`config.mk`:
```
export PLATFORM = sky130hd
export DESIGN_NAME = pplr_ctrl
export DESIGN_NICKNAME = d
export VERILOG_FILES = /design/src/sv/pplr_pkg.sv /design/src/sv/pplr_ctrl.sv
export SDC_FILE = /design/constraint.sdc
export NUM_CORES = 1
export LEC_CHECK = 0
export BUFFER_PORTS_ARGS = -buffer_cell sky130_fd_sc_hd__buf_2
export CAP_MARGIN = 20
export CORE_AREA = 8 8 45 47
export DETAILED_ROUTE_END_ITERATION = 16
export DIE_AREA = 0 0 53 55
export PLACE_DENSITY = 0.5
export RECOVER_POWER = 50
export SLEW_MARGIN = 30
export SYNTH_ARGS = -nofsm -noshare
export SYNTH_HDL_FRONTEND = slang
export SYNTH_SLANG_ARGS = --single-unit
```
`constraint.sdc`:
```
create_clock -name clock -period 2.5 [get_ports clock]
set_clock_uncertainty 0.05 [all_clocks]
set_input_delay 0.125 -clock clock [delete_from_list [all_inputs] [get_ports clock]]
set_output_delay 0.125 -clock clock [all_outputs]
set_load 0.02 [all_outputs]
```
`src/sv/pplr_pkg.sv`:
```
`default_nettype none
// ----------------------------------------------------------------------------
// pplr_pkg
// Types and constants shared by the particle pool retire block.
// ----------------------------------------------------------------------------
package pplr_pkg;

   localparam int CAPACITY = 1024;
   localparam int ADDR_W   = $clog2(CAPACITY);
   localparam int CNT_W    = ADDR_W + 1;

   localparam logic [1:0] ACT_SPAWN = 2'd0;
   localparam logic [1:0] ACT_TICK  = 2'd1;
   localparam logic [1:0] ACT_READ  = 2'd2;

   localparam logic [1:0] ST_OK        = 2'd0;
   localparam logic [1:0] ST_EXHAUSTED = 2'd1;
   localparam logic [1:0] ST_RANGE     = 2'd2;

   // datapath operations issued by the controller
   localparam logic [2:0] OP_NONE  = 3'd0;
   localparam logic [2:0] OP_DONE  = 3'd1; // tick finished, answer
   localparam logic [2:0] OP_TREAD = 3'd2; // read slot under scan
   localparam logic [2:0] OP_KEEP  = 3'd3; // write back aged record, advance
   localparam logic [2:0] OP_DROP  = 3'd4; // retire last live record
   localparam logic [2:0] OP_PULL  = 3'd5; // retire, fetch last live record
   localparam logic [2:0] OP_COPY  = 3'd6; // write fetched record into hole
   localparam logic [2:0] OP_RDOUT = 3'd7; // answer a read

   typedef struct packed {
      logic [1:0]  action;
      logic [10:0] batch_count;
      logic signed [31:0] lifetime;
      logic [30:0] tick_delta;
      logic [63:0] position_xy;
      logic [31:0] position_z;
      logic [63:0] velocity_xy;
      logic [31:0] velocity_z;
      logic [63:0] color_rg;
      logic [63:0] color_ba;
      logic [31:0] particle_size;
      logic [9:0]  read_index;
   } req_type;

   typedef struct packed {
      logic [1:0]  status;
      logic [10:0] accepted_count;
      logic [10:0] live_total;
      logic signed [31:0] remaining_life;
      logic [63:0] out_position_xy;
      logic [31:0] out_position_z;
      logic [63:0] out_velocity_xy;
      logic [31:0] out_velocity_z;
      logic [63:0] out_color_rg;
      logic [63:0] out_color_ba;
      logic [31:0] out_particle_size;
   } rsp_type;

   typedef struct packed {
      logic [31:0] life;
      logic [63:0] pos_xy;
      logic [31:0] pos_z;
      logic [63:0] vel_xy;
      logic [31:0] vel_z;
      logic [63:0] color_rg;
      logic [63:0] color_ba;
      logic [31:0] size;
   } rec_type;

   typedef struct packed {
      logic       accept;
      logic [2:0] op;
   } cmd_type;

   typedef struct packed {
      logic read_ok;
      logic dt_zero;
      logic scan_more;
      logic expired;
      logic scan_last;
      logic rsp_block;
   } stat_type;

endpackage
`default_nettype wire

```
`src/sv/pplr_ctrl.sv`:
```
`default_nettype none
// ----------------------------------------------------------------------------
// pplr_ctrl
// Sequencer: accepts words, walks the live region during a tick.
// ----------------------------------------------------------------------------
module pplr_ctrl (
   input  wire                     clock,
   input  wire                     reset,
   input  wire                     req_valid,
   input  wire  [1:0]              req_action,
   output logic                    req_stall,
   input  wire pplr_pkg::stat_type stat,
   output pplr_pkg::cmd_type       cmd
);
   import pplr_pkg::*;

   localparam logic [2:0] S_IDLE  = 3'd0;
   localparam logic [2:0] S_TRD   = 3'd1;
   localparam logic [2:0] S_TEV   = 3'd2;
   localparam logic [2:0] S_TCP   = 3'd3;
   localparam logic [2:0] S_RWAIT = 3'd4;

   logic [2:0] state_ff, state_in;
   logic       accept;

   assign req_stall = (state_ff != S_IDLE) | stat.rsp_block;
   assign accept    = req_valid & ~req_stall;

   always_comb begin
      state_in   = state_ff;
      cmd.accept = accept;
      cmd.op     = OP_NONE;
      unique case (state_ff)
         S_IDLE: begin
            if (accept) begin
               if (req_action == ACT_TICK) state_in = S_TRD;
               else if (req_action == ACT_READ && stat.read_ok) state_in = S_RWAIT;
            end
         end
         S_TRD: begin
            if (stat.dt_zero | ~stat.scan_more) begin
               cmd.op   = OP_DONE;
               state_in = S_IDLE;
            end else begin
               cmd.op   = OP_TREAD;
               state_in = S_TEV;
            end
         end
         S_TEV: begin
            state_in = S_TRD;
            if (!stat.expired) cmd.op = OP_KEEP;
            else if (stat.scan_last) cmd.op = OP_DROP;
            else begin
               cmd.op   = OP_PULL;
               state_in = S_TCP;
            end
         end
         S_TCP: begin
            cmd.op   = OP_COPY;
            state_in = S_TRD;
         end
         S_RWAIT: begin
            cmd.op   = OP_RDOUT;
            state_in = S_IDLE;
         end
         default: state_in = S_IDLE;
      endcase
   end

   always_ff @(posedge clock) begin
      if (reset) state_ff <= S_IDLE;
      else state_ff <= state_in;
   end

endmodule
`default_nettype wire

```
==> impl_metrics.ini <==
[clock_tree]
cts.sinks = 3
postCtsHoldBufs = 0
cts_resized = 0
cts.reportedPaths.clkPinSlew_ns = 0.04
htreeDepth = 1
post-cts-setup-buffer-count = 0
cts_buffers = 3
clk_latency_ns = 0.23
cts_root_buf = clkbuf_4
cts_tree = done
cts_buffer_depth = 2

[finish]
final_common_cell = buf_2
largestRegisters = state_ff x3
finalNetCount = 63
largest_reg_flops = 3
area_growth_syn_to_layout_pct = 39.4
antenna_cells = 0
drive_above_1_share = 0.333
final_cell_mix = 13 x buf_2, 5 x nand2_1
stdcell_area_um2 = 354
top_register = state_ff

[die]
start_util = 0.184
coreArea_um2 = 1380
pin_count = 16
dieArea_um2 = 2920
row_count = 14
die_w_um = 53
die-height_um = 55

[place]
placed_cell_area_um2 = 342
hpwl_um = 586
dp_slack_ns = 1.19
io_buffer_count = 15
place.gp.congestion = 0.654

[logic_synthesis]
synth-seq-cells = 3
yosysSeqAreaShare = 0.236
synthCells = 33
yosysUniqueCellTypes = 23
synth.avg_cell_area_um2 = 7.70
synth-main-ff-cell = dfxtp_1
async_reset_ff_frac = 0
synth_nets = 44
synth_edf_count = 0
yosys_warnings = 0
synth_area_um2 = 254

[min_path]
hold_start = reset
hold_end = state_ff[0]
min_path_type = input pin to flip-flop
hold_depth = 2

[sta]
timing.setup.tns_ns = 0
grt_setup_unrepaired = no
slew_headroom = 0.713
fmax_mhz = 631
timing.final.crit_period_ns = 1.58
tightest_slew_ns = 0.427
hold_viol_final = 0
finalCritPeriodShare = 0.634
fin_ws_ns = 0.915
slew_viol_final = 0
setup_violations = 0

[power]
pwr_density_cell_nw_per_um2 = 445
vdd_ir_drop_max_mv = 0.183
leakagePower_uw = 0.000173

[setup_path]
worstPathArrival_ns = 1.41
rrSetupSlack_ns = 1.00
cp-start-kind = flip-flop
required_ns = 2.33
reg2reg_from = state_ff[1]
critPathMaxFanout = 8
cp-end-kind = primary output
crit_type = flip-flop to primary output
r2r-end = state_ff[0]
rr_worst_depth = 3

[run_status]
status = finished clean

[detailed_routing]
antenna_left = 0
vias_per_cell = 4.45
via_count = 298
wl_um = 703
first_pass_iters = 3
drcViolationCount = 0
drt-initial-drc-count = 2
drt-wirelength-per-cell_um = 10.5

[run]
maxCapViolCount = 0

[global_route]
grt-ovfl-total = 0
grt_pass1_wl_um = 1210
grt_pass1_vias = 324
antenna_found_initial = 0
track_usage = 0.0552
grt_max_degree = 9
==> cell usage after synthesis (2+ instances only) <==
cell type  n  area share
nand2_1    5       0.074
dfxtp_1    3        0.24
nor2b_1    3       0.074
a21oi_1    2       0.039
nand2b_1   2       0.049
==> power breakdown <==
group          internal [uW]  switching (uW)  leakage, uW
logic                   11.8            12.3     0.000134
registers               48.5           0.740    0.0000242
clock network           59.8            24.5    0.0000150
==> final cells by class <==
type | count | area [um2]
fillers | 162 | 1030
multi-input cells | 27 | 168
repair buffers | 15 | 72.6
flip-flops and latches | 3 | 60.1
clock buffers | 4 | 26.3
well taps | 16 | 20.0
inverters | 2 | 7.51
==> metal layers <==
metal	wire (um)	vias up	GRT usage
li1	-	156	-
met1	317	130	0.0561
met2	321	12	0.0898
met3	64	0	0.0241
met4	0	0	0.0388
met5	0	-	0
==> critical path, cell delays in order, from the launching register on <==
cell	delay [ns]
dfxtp_1	0.37
nor3_1	0.42
and3_1	0.23
buf_2	0.17
==> worst max path at each step <==
| stage | end | cells past startpoint | from |
|---|---|---|---|
| 2_1_floorplan | state_ff[0] | 3 | state_ff[1] |
| 3_3_place_gp | state_ff[0] | 3 | state_ff[1] |
| 3_5_place_dp | state_ff[0] | 3 | state_ff[1] |
| 4_1_cts | cmd[0] | 4 | state_ff[1] |
| 5_1_grt | state_ff[0] | 3 | state_ff[1] |
| 6_report | cmd[3] | 3 | state_ff[1] |
==> logic make-up after synthesis <==
group | after synthesis | synth area share
and+or+nand+nor | 18 | 0.453
buffers and inverters | 3 | 0.0591
DFF | 3 | 0.236
AOI/OAI and AO/OA | 9 | 0.251
==> through the flow <==
step | total power (uW) | hold WS (ns) | std cells | utilization
after floorplan | 63.9 | 0.151 | 33 | -
after global placement | 75.1 | 0.280 | 63 | 0.247
after detailed placement | 75.3 | 0.279 | 63 | 0.247
after CTS | 165 | 0.0298 | 67 | 0.266
after global routing | 168 | 0.0519 | 67 | 0.256
final | 158 | 0.0334 | 67 | 0.256
Note: power is estimated with default switching activity, not from simulation.
